**src/hdl/bics_pkg.sv**
```systemverilog
// Shared constants, codes and types of the byte interval coverage set unit.
package bics_pkg;

  localparam int unsigned MAX_INTERVALS = 32;
  localparam int unsigned CNT_W = $clog2(MAX_INTERVALS + 1);
  localparam int unsigned POS_W = 48;
  localparam int unsigned START_W = 47;
  localparam int unsigned LEN_W = 32;
  localparam int unsigned ACT_W = 3;
  localparam int unsigned STAT_W = 2;

  localparam logic [ACT_W-1:0] ACT_INSERT  = 3'd0;
  localparam logic [ACT_W-1:0] ACT_COVERED = 3'd1;
  localparam logic [ACT_W-1:0] ACT_COVERS  = 3'd2;
  localparam logic [ACT_W-1:0] ACT_GAPS    = 3'd3;
  localparam logic [ACT_W-1:0] ACT_SHRINK  = 3'd4;
  localparam logic [ACT_W-1:0] ACT_EXTEND  = 3'd5;

  localparam logic [STAT_W-1:0] STAT_OK         = 2'd0;
  localparam logic [STAT_W-1:0] STAT_FULL       = 2'd1;
  localparam logic [STAT_W-1:0] STAT_BAD_EXTEND = 2'd2;

  typedef enum logic [1:0] {
    SRC_RIGHT,
    SRC_LEFT,
    SRC_NEW
  } cell_src_e;

  typedef struct packed {
    logic      en;
    cell_src_e src;
  } cell_ctrl_t;

  typedef struct packed {
    logic [POS_W-1:0] beg;
    logic [POS_W-1:0] fin;
  } interval_t;

endpackage

```
**src/hdl/bics_cell.sv**
```systemverilog
// One table cell: holds one interval and loads from a neighbor or the write bus.
module bics_cell (
  input  logic                   clk_i,
  input  bics_pkg::cell_ctrl_t   ctrl_i,
  input  bics_pkg::interval_t    left_i,
  input  bics_pkg::interval_t    right_i,
  input  bics_pkg::interval_t    new_i,
  output bics_pkg::interval_t    q_o
);

  bics_pkg::interval_t q_q, q_d;

  always_comb begin
    q_d = q_q;
    if (ctrl_i.en) begin
      unique case (ctrl_i.src)
        bics_pkg::SRC_RIGHT: q_d = right_i;
        bics_pkg::SRC_LEFT:  q_d = left_i;
        bics_pkg::SRC_NEW:   q_d = new_i;
        default:             q_d = q_q;
      endcase
    end
  end

  always_ff @(posedge clk_i) begin
    q_q <= q_d;
  end

  assign q_o = q_q;

endmodule

```
**config.mk**
```make
export PLATFORM = sky130hd
export DESIGN_NAME = bics_cell
export DESIGN_NICKNAME = d
export VERILOG_FILES = /design/src/hdl/bics_pkg.sv /design/src/hdl/bics_cell.sv
export SDC_FILE = /design/constraint.sdc
export NUM_CORES = 1
export LEC_CHECK = 0
export BUFFER_PORTS_ARGS = -buffer_cell sky130_fd_sc_hd__buf_4
export CAP_MARGIN = 20
export CORE_AREA = 2 2 150 152
export CTS_CLUSTER_DIAMETER = 100
export CTS_CLUSTER_SIZE = 20
export DETAILED_ROUTE_END_ITERATION = 8
export DIE_AREA = 0 0 152 154
export HOLD_SLACK_MARGIN = 0.05
export PLACE_DENSITY_LB_ADDON = 0.3
export RECOVER_POWER = 25
export SLEW_MARGIN = 20
export SYNTH_ARGS = -nofsm -noshare
export SYNTH_HDL_FRONTEND = slang
export SYNTH_SLANG_ARGS = --single-unit
```
**constraint.sdc**
```tcl
create_clock -name clk_i -period 5.8 [get_ports clk_i]
set_input_delay 0.29 -clock clk_i [delete_from_list [all_inputs] [get_ports clk_i]]
set_output_delay 0.29 -clock clk_i [all_outputs]
set_load 0.005 [all_outputs]
```
==> results of run 1 <==
Yosys cell counts:
| cell | count |
|---|---|
| a22oi_1 | 56 |
| a22oi_2 | 40 |
| buf_12 | 4 |
| buf_2 | 25 |
| buf_6 | 6 |
| buf_8 | 1 |
| clkbuf_1 | 7 |
| edfxtp_1 | 96 |
| ha_1 | 3 |
| inv_1 | 2 |
| nand2_1 | 96 |
| nor2b_1 | 1 |
| o21ai_0 | 56 |
| o21ai_1 | 39 |
| o21ai_2 | 1 |
cell families after synthesis:
group / after synthesis / share of synthesized area (%)
AND/OR/NAND/NOR: 97 / 7.31
adder cells (fa/ha/maj): 3 / 0.749
AO/OA/AOI/OAI: 192 / 28.0
buffers and inverters: 45 / 6.41
flip-flops: 96 / 57.5
worst min-delay path by stage:
stage | from | end | depth (start not counted)
5_1_grt | right_i[80] | q_o[80] | 3
6_report | right_i[44] | q_o[44] | 3
2_1_floorplan | right_i[0] | q_o[0] | 2
4_1_cts | right_i[44] | q_o[44] | 3
3_5_place_dp | right_i[44] | q_o[44] | 3
3_3_place_gp | right_i[94] | q_o[94] | 3
metrics by stage:
stage	setup slack [ns]	std cells	hold WS [ns]	util (%)
finish	3.56	1078	0.214	37.7
global placement	3.20	1062	0.566	37.0
CTS	3.51	1078	0.196	38.3
detailed placement	3.13	1062	0.572	37.0
global route	3.28	1078	0.211	37.7
floorplan	0.523	433	0.481	-
placed cells by master (no fill, tap or decap), drive strengths merged:
cell and count:
buf 320, edfxtp 96, clkinv 6, nand2 96
a22oi 96, clkbuf 81, ha 3, inv 3
o21ai 96, nor2b 1
critical path, cell delays in order:
cell and delay [ns]:
buf_4 0.11, inv_1 0.06, ha_4 0.93, buf_4 0.68
o21ai_0 0.19
power by group:
part	switching, mW	total (mW)	internal [mW]	leakage [nW]
sequential	0.0206	0.880	0.860	0.894
combinational	0.203	0.449	0.247	2.32
clock	0.269	0.560	0.291	0.135
cell type report:
| cell class | count | share of cell area [%] |
|---|---|---|
| flip-flops and latches | 96 | 35.2 |
| repair buffers | 392 | 34.5 |
| multi-input cells | 292 | 22.5 |
| well taps | 280 | 4.28 |
| clock buffers | 9 | 2.75 |
| clock inverters | 7 | 0.581 |
| inverters | 2 | 0.0918 |
routing by layer:
layer	wire length, um	track usage, %
met1	6990	17.3
met2	8530	24.4
met3	1450	4.09
met4	418	5.92
met5	0	0
==> results.sh, run 1 <==
export IMPL_root_buffer="clkbuf_16"
export IMPL_yosys_area_top_type_share_pct=57.5
export IMPL_power_density_nw_per_um2=231
export IMPL_crit_start="ctrl_i[0]"
export IMPL_cap_violations=0
export IMPL_finalHoldViolations=0
export IMPL_crit_required_ns=5.86
export IMPL_yosys_area_top_type="edfxtp_1"
export IMPL_ys_ff_latch=96
export IMPL_dp_hpwl_mm=13.2
export IMPL_fin_area_um2=8180
export IMPL_dieArea_um2=23400
export IMPL_finalMaxSlewViolations=0
export IMPL_status="finished, final reports clean"
export IMPL_wire_per_inst_um=16.1
export IMPL_ant_nets=0
export IMPL_start_util_pct=23.1
export IMPL_cts_made_buffers=9
export IMPL_multi_input_area_um2=1840
export IMPL_num_rows=54
export IMPL_post_route_period_util_pct=38.6
export IMPL_num_vias=4803
export IMPL_port_buffer_count=387
export IMPL_leakagePower_nw=3.35
export IMPL_start_kind="input pin"
export IMPL_grt_overflow=0
export IMPL_gp_congestion=0.770
export IMPL_drc=0
export IMPL_largest_reg_flops=96
export IMPL_post_cts_buffers=0
export IMPL_grt_max_degree=121
export IMPL_cts_sinks=96
export IMPL_post_route_min_period_ns=2.24
export IMPL_ir_worst_vdd_uv=113
export IMPL_endpoint="q_o[94]"
export IMPL_die_x_um=152
export IMPL_grt_pass1_wl_mm=26.5
export IMPL_antenna_diode_count=0
export IMPL_holdBufCountCts=0
export IMPL_drt_iter0_drc=234
export IMPL_syn_to_final_growth_pct=63.2
export IMPL_drive_above_1_share_pct=52.5
export IMPL_io_pins=388
export IMPL_hp_class="input pin to flip-flop"
export IMPL_synth_area_um2=5010
export IMPL_rsz0062_at_grt="no"
export IMPL_gr_usage_all_layers_pct=14.4
export IMPL_drt_first_pass_iters=6
export IMPL_ys_seq_area_share_pct=57.5
export IMPL_routed_via_density=4.46
export IMPL_cp_max_fo=120
export IMPL_core_region_area_um2=21700
export IMPL_worstSetupEndpointType="flip-flop"
export IMPL_htreeDepth=3
export IMPL_synth_area_leaders="edfxtp_1 (57%), a22oi_2 (10%), a22oi_1 (8.4%)"
export IMPL_clk_pin_slew_ns=0.08
export IMPL_grt_pass1_vias=4788
export IMPL_post_dp_cell_area_um2=8030
export IMPL_ctsResizeCount=0
export IMPL_syn_nets=728
export IMPL_fin_setup_tns_ns=0
export IMPL_max_slew_worst_pin_slew_ns=1.02
export IMPL_clockBufferDepth=2
export IMPL_power_mw=1.89
export IMPL_critical_path_class="input pin to flip-flop"
export IMPL_yosysWarnings=0
export IMPL_ff_latch_area_um2=2880
export IMPL_critPathArrivalTime_ns=2.30
export IMPL_relSlewSlack_pct=31.7
export IMPL_setup_viol_count_final=0
export IMPL_ys_types=15
export IMPL_num_fill_cells=2212
export IMPL_grt_antenna_before_repair=0
export IMPL_wirelength_mm=17.4
export IMPL_die_h_um=154
export IMPL_syn_inst=433
export IMPL_syn_area_per_cell_um2=11.6
export IMPL_num_nets_final=1088
export IMPL_timing_fmax_mhz=447
export IMPL_cts_tree="done"
Power figures use the tool's default switching activity.
==> run 2, diff against run 1 <==
--- a/config.mk
+++ b/config.mk
@@ -7,11 +7,11 @@
 export LEC_CHECK = 0
 export BUFFER_PORTS_ARGS = -buffer_cell sky130_fd_sc_hd__buf_4
 export CAP_MARGIN = 20
-export CORE_AREA = 2 2 150 152
+export CORE_AREA = 2 2 149 151
 export CTS_CLUSTER_DIAMETER = 100
 export CTS_CLUSTER_SIZE = 20
 export DETAILED_ROUTE_END_ITERATION = 8
-export DIE_AREA = 0 0 152 154
+export DIE_AREA = 0 0 151 153
 export HOLD_SLACK_MARGIN = 0.05
 export PLACE_DENSITY_LB_ADDON = 0.3
 export RECOVER_POWER = 25
==> constraint.sdc (replaced) <==
create_clock -name clk_i -period 2 [get_ports clk_i]
set_input_delay 0.1 -clock clk_i [delete_from_list [all_inputs] [get_ports clk_i]]
set_output_delay 0.1 -clock clk_i [all_outputs]
set_load 0.005 [all_outputs]
==> results.sh, run 2 (same netlist as run 1, synthesis figures left out) <==
export IMPL_finalHoldViolations=0
export IMPL_routed_via_density=4.43
export IMPL_ir_worst_vdd_uv=319
export IMPL_leakagePower_nw=3.87
export IMPL_cp_max_fo=57
export IMPL_critPathArrivalTime_ns=1.36
export IMPL_port_buffer_count=387
export IMPL_drive_above_1_share_pct=50.7
export IMPL_rsz0062_at_grt="no"
export IMPL_gp_congestion=0.803
export IMPL_start_kind="input pin"
export IMPL_core_region_area_um2=21500
export IMPL_crit_required_ns=1.96
export IMPL_io_pins=388
export IMPL_post_dp_cell_area_um2=8150
export IMPL_start_util_pct=23.3
export IMPL_die_h_um=153
export IMPL_drt_iter0_drc=230
export IMPL_post_route_period_util_pct=70.0
export IMPL_num_nets_final=1181
export IMPL_largest_reg_flops=96
export IMPL_layout_common_cells="buf_4 (386), nand2_1 (96), edfxtp_1 (96)"
export IMPL_cap_violations=0
export IMPL_ctsResizeCount=0
export IMPL_ant_nets=0
export IMPL_post_cts_buffers=0
export IMPL_num_rows=54
export IMPL_grt_overflow=0
export IMPL_dieArea_um2=23100
export IMPL_grt_max_degree=115
export IMPL_grt_antenna_before_repair=2
export IMPL_power_density_nw_per_um2=615
export IMPL_timing_final_ws_setup_ns=0.600
export IMPL_status="finished, final reports clean"
export IMPL_htreeDepth=3
export IMPL_grt_pass1_wl_mm=27.3
export IMPL_holdWs_ns=0.0684
export IMPL_hp_class="input pin to flip-flop"
export IMPL_cts_tree="done"
export IMPL_root_buffer="clkbuf_16"
export IMPL_final_util_pct=43.2
export IMPL_max_slew_worst_pin_slew_ns=0.872
export IMPL_gr_usage_all_layers_pct=15.3
export IMPL_min_to="q_o[15]"
export IMPL_drc=0
export IMPL_hp_start="right_i[15]"
export IMPL_critical_path_class="input pin to flip-flop"
export IMPL_clk_pin_slew_ns=0.07
export IMPL_drt_first_pass_iters=4
export IMPL_finalMaxSlewViolations=0
export IMPL_min_path_cells=3
export IMPL_layout_commonest_cell="buf_4"
export IMPL_relSlewSlack_pct=41.9
export IMPL_cts_made_buffers=9
export IMPL_syn_to_final_growth_pct=85.3
export IMPL_wirelength_mm=18.3
export IMPL_fin_area_um2=9290
export IMPL_dp_hpwl_mm=13.2
export IMPL_num_vias=5201
export IMPL_holdBufCountCts=90
export IMPL_cts_sinks=96
export IMPL_worstSetupEndpointType="flip-flop"
export IMPL_setup_viol_count_final=0
export IMPL_die_x_um=151
export IMPL_post_route_min_period_ns=1.40
export IMPL_clockBufferDepth=2
export IMPL_pre_cts_ws_ns=0.518
export IMPL_timing_fmax_mhz=714
export IMPL_wire_per_inst_um=15.6
export IMPL_grt_pass1_vias=5177
## run 2: worst max-delay path: stages
cell and delay (ns):
clkbuf_1 0.16, ha_4 0.19, nor2b_1 0.13, clkbuf_4 0.70
## run 2: how the worst max path moves through the flow
| stage | slack, ns | to | startpoint | cells after the start |
|---|---|---|---|---|
| 3_3_place_gp | 0.59 | q_o[3] | ctrl_i[0] | 5 |
| 3_5_place_dp | 0.52 | q_o[15] | ctrl_i[0] | 5 |
| 2_1_floorplan | -0.09 | q_o[0] | ctrl_i[0] | 2 |
| 6_report | 0.60 | q_o[78] | ctrl_i[0] | 4 |
| 4_1_cts | 0.91 | q_o[15] | ctrl_i[0] | 5 |
| 5_1_grt | 0.48 | q_o[73] | ctrl_i[0] | 4 |
## run 2: layer usage
metal | vias up | global-route usage, % | routed length [um]
li1 | 2557 | - | -
met1 | 2357 | 16.6 | 6670
met2 | 264 | 27.5 | 9370
met3 | 23 | 5.19 | 1850
met4 | 0 | 5.52 | 451
met5 | - | 0 | 0
## run 2: per-stage QoR
stage | instances | TNS, ns | total power [mW]
floorplan | 433 | -8.82 | 3.09
global placement | 1065 | 0 | 4.00
detailed placement | 1065 | 0 | 4.01
CTS | 1171 | 0 | 5.84
global route | 1173 | 0 | 6.05
finish | 1173 | 0 | 5.71
## run 2: where the power goes
group | switching, mW | internal [mW] | total (mW)
Sequential | 0.0620 | 2.49 | 2.56
Combinational | 0.620 | 0.900 | 1.52
Clock | 0.791 | 0.845 | 1.64
Total | 1.47 | 4.24 | 5.71
## run 2: cell type report
type / instances / area, um^2
inverter: 2 / 7.51
clock buffer: 9 / 225
antenna: 2 / 5.00
multi-input combinational: 292 / 1830
fill: 2066 / 12200
sequential: 96 / 2880
clock inverter: 7 / 47.5
timing repair buffer: 485 / 3940
tap: 280 / 350
==> run 3, diff against run 2 <==
==> constraint.sdc (replaced) <==
create_clock -name clk_i -period 1.19 [get_ports clk_i]
set_input_delay 0.0595 -clock clk_i [delete_from_list [all_inputs] [get_ports clk_i]]
set_output_delay 0.0595 -clock clk_i [all_outputs]
set_load 0.005 [all_outputs]
==> results.sh, run 3 (same netlist as run 1, synthesis figures left out) <==
export IMPL_status="finished, final reports clean"
export IMPL_dieArea_um2=23100
export IMPL_grt_pass1_vias=5456
export IMPL_wire_per_inst_um=15.9
export IMPL_grt_max_degree=73
export IMPL_worstSetupEndpointType="flip-flop"
export IMPL_crit_required_ns=1.22
export IMPL_cap_violations=0
export IMPL_io_pins=388
export IMPL_max_slew_worst_pin_slew_ns=0.435
export IMPL_post_route_min_period_ns=1.06
export IMPL_num_vias=5400
export IMPL_gr_usage_all_layers_pct=15.8
export IMPL_rsz0062_at_grt="no"
export IMPL_critPathMaxStageDelay_ns=0.31
export IMPL_drc=0
export IMPL_min_path_cells=3
export IMPL_num_nets_final=1223
export IMPL_dp_hpwl_mm=13.8
export IMPL_drive_above_1_share_pct=48.7
export IMPL_cts_made_buffers=9
export IMPL_drt_iter0_drc=237
export IMPL_cp_max_fo=39
export IMPL_wirelength_mm=19.2
export IMPL_layout_commonest_cell="buf_4"
export IMPL_cts_tree="done"
export IMPL_core_region_area_um2=21500
export IMPL_post_route_period_util_pct=89.2
export IMPL_grt_pass1_wl_mm=28.1
export IMPL_finalHoldViolations=0
export IMPL_timing_final_ws_setup_ns=0.128
export IMPL_ir_worst_vdd_uv=616
export IMPL_start_util_pct=23.3
export IMPL_drt_first_pass_iters=4
export IMPL_port_buffer_count=387
export IMPL_gp_congestion=0.788
export IMPL_clockBufferDepth=2
export IMPL_worst_path_max_delay_cell="nor2b_2"
export IMPL_min_to="q_o[84]"
export IMPL_hp_class="input pin to flip-flop"
export IMPL_timing_fmax_mhz=942
export IMPL_crit_chain="buf_4 > clkbuf_1 > ha_4 > nor2b_2 > buf_12"
export IMPL_hp_start="new_i[84]"
export IMPL_finalMaxSlewViolations=0
export IMPL_setup_viol_count_final=0
export IMPL_multi_input_area_um2=1820
export IMPL_critPathArrivalTime_ns=1.09
export IMPL_die_x_um=151
export IMPL_fin_setup_tns_ns=0
export IMPL_syn_to_final_growth_pct=93.9
export IMPL_layout_cells_non_filler=1214
export IMPL_pre_cts_ws_ns=-0.124
export IMPL_relSlewSlack_pct=71.0
export IMPL_post_cts_buffers=0
export IMPL_critical_path_class="input pin to flip-flop"
export IMPL_cts_sinks=96
export IMPL_power_density_nw_per_um2=1020
export IMPL_start_kind="input pin"
export IMPL_clk_pin_slew_ns=0.08
export IMPL_grt_antenna_before_repair=1
export IMPL_layout_common_cells="buf_4 (389), dlygate4sd3_1 (122), nand2_1 (96), edfxtp_1 (96), o21ai_0 (79)"
export IMPL_dp_cells=1075
export IMPL_root_buffer="clkbuf_16"
export IMPL_grt_overflow=0
export IMPL_leakagePower_nw=4.07
export IMPL_ff_latch_area_um2=2880
export IMPL_num_rows=54
export IMPL_htreeDepth=3
export IMPL_num_fill_cells=2071
export IMPL_routed_via_density=4.45
export IMPL_final_util_pct=45.3
export IMPL_die_h_um=153
export IMPL_largest_reg_flops=96
export IMPL_ant_nets=0
==> run 3: layout make-up <==
cell class | instances | area share [%]
sequential | 96 | 29.6
inverter | 2 | 0.0772
clock buffer | 10 | 2.35
clock inverter | 6 | 0.695
multi-input combinational | 292 | 18.8
tap | 280 | 3.60
timing repair buffer | 527 | 44.8
antenna | 1 | 0.0257
==> run 3: how the worst max path moves through the flow <==
stage,endpoint,from
floorplan,q_o[0],ctrl_i[0]
global placement,q_o[82],ctrl_i[0]
detailed placement,q_o[82],ctrl_i[0]
CTS,q_o[30],q_o[30]
global route,q_o[37],ctrl_i[0]
finish,q_o[82],ctrl_i[0]
==> run 3: per-layer routing <==
layer / wire length, um / vias up / global-route usage, % / part of all wire [%]
li1: - / 2641 / - / -
met1: 7060 / 2453 / 16.9 / 37
met2: 9700 / 272 / 28.1 / 50
met3: 1940 / 34 / 5.70 / 10
met4: 544 / 0 / 5.92 / 2.8
met5: 0 / - / 0 / 0
==> run 3: metrics by stage <==
stage	hold WS, ns	cell area [um^2]	power [mW]
global route	0.0647	9720	10.5
floorplan	0.251	5030	5.20
global placement	0.338	8260	6.78
detailed placement	0.343	8260	6.81
finish	0.0693	9720	9.95
CTS	0.0503	9780	10.2
==> run 3: repair_timing <==
item,4_1_cts,5_1_grt
hold buffers,122,0
hold endpoints to repair,96,0
resized for setup,0,0
==> run 3: power breakdown <==
part	internal (mW)	total (mW)	switching, mW	leakage [nW]
Combinational	1.62	2.70	1.08	3.03
Clock	1.64	2.96	1.32	0.141
Sequential	4.19	4.29	0.0998	0.894
Total	7.45	9.95	2.50	4.07
==> run 3: worst max-delay path, delay by kind of cell <==
kind                     cells  cell delay, ns
adder cells (fa/ha/maj)      1            0.16
buffers and inverters        3            0.53
AND/OR/NAND/NOR              1            0.31
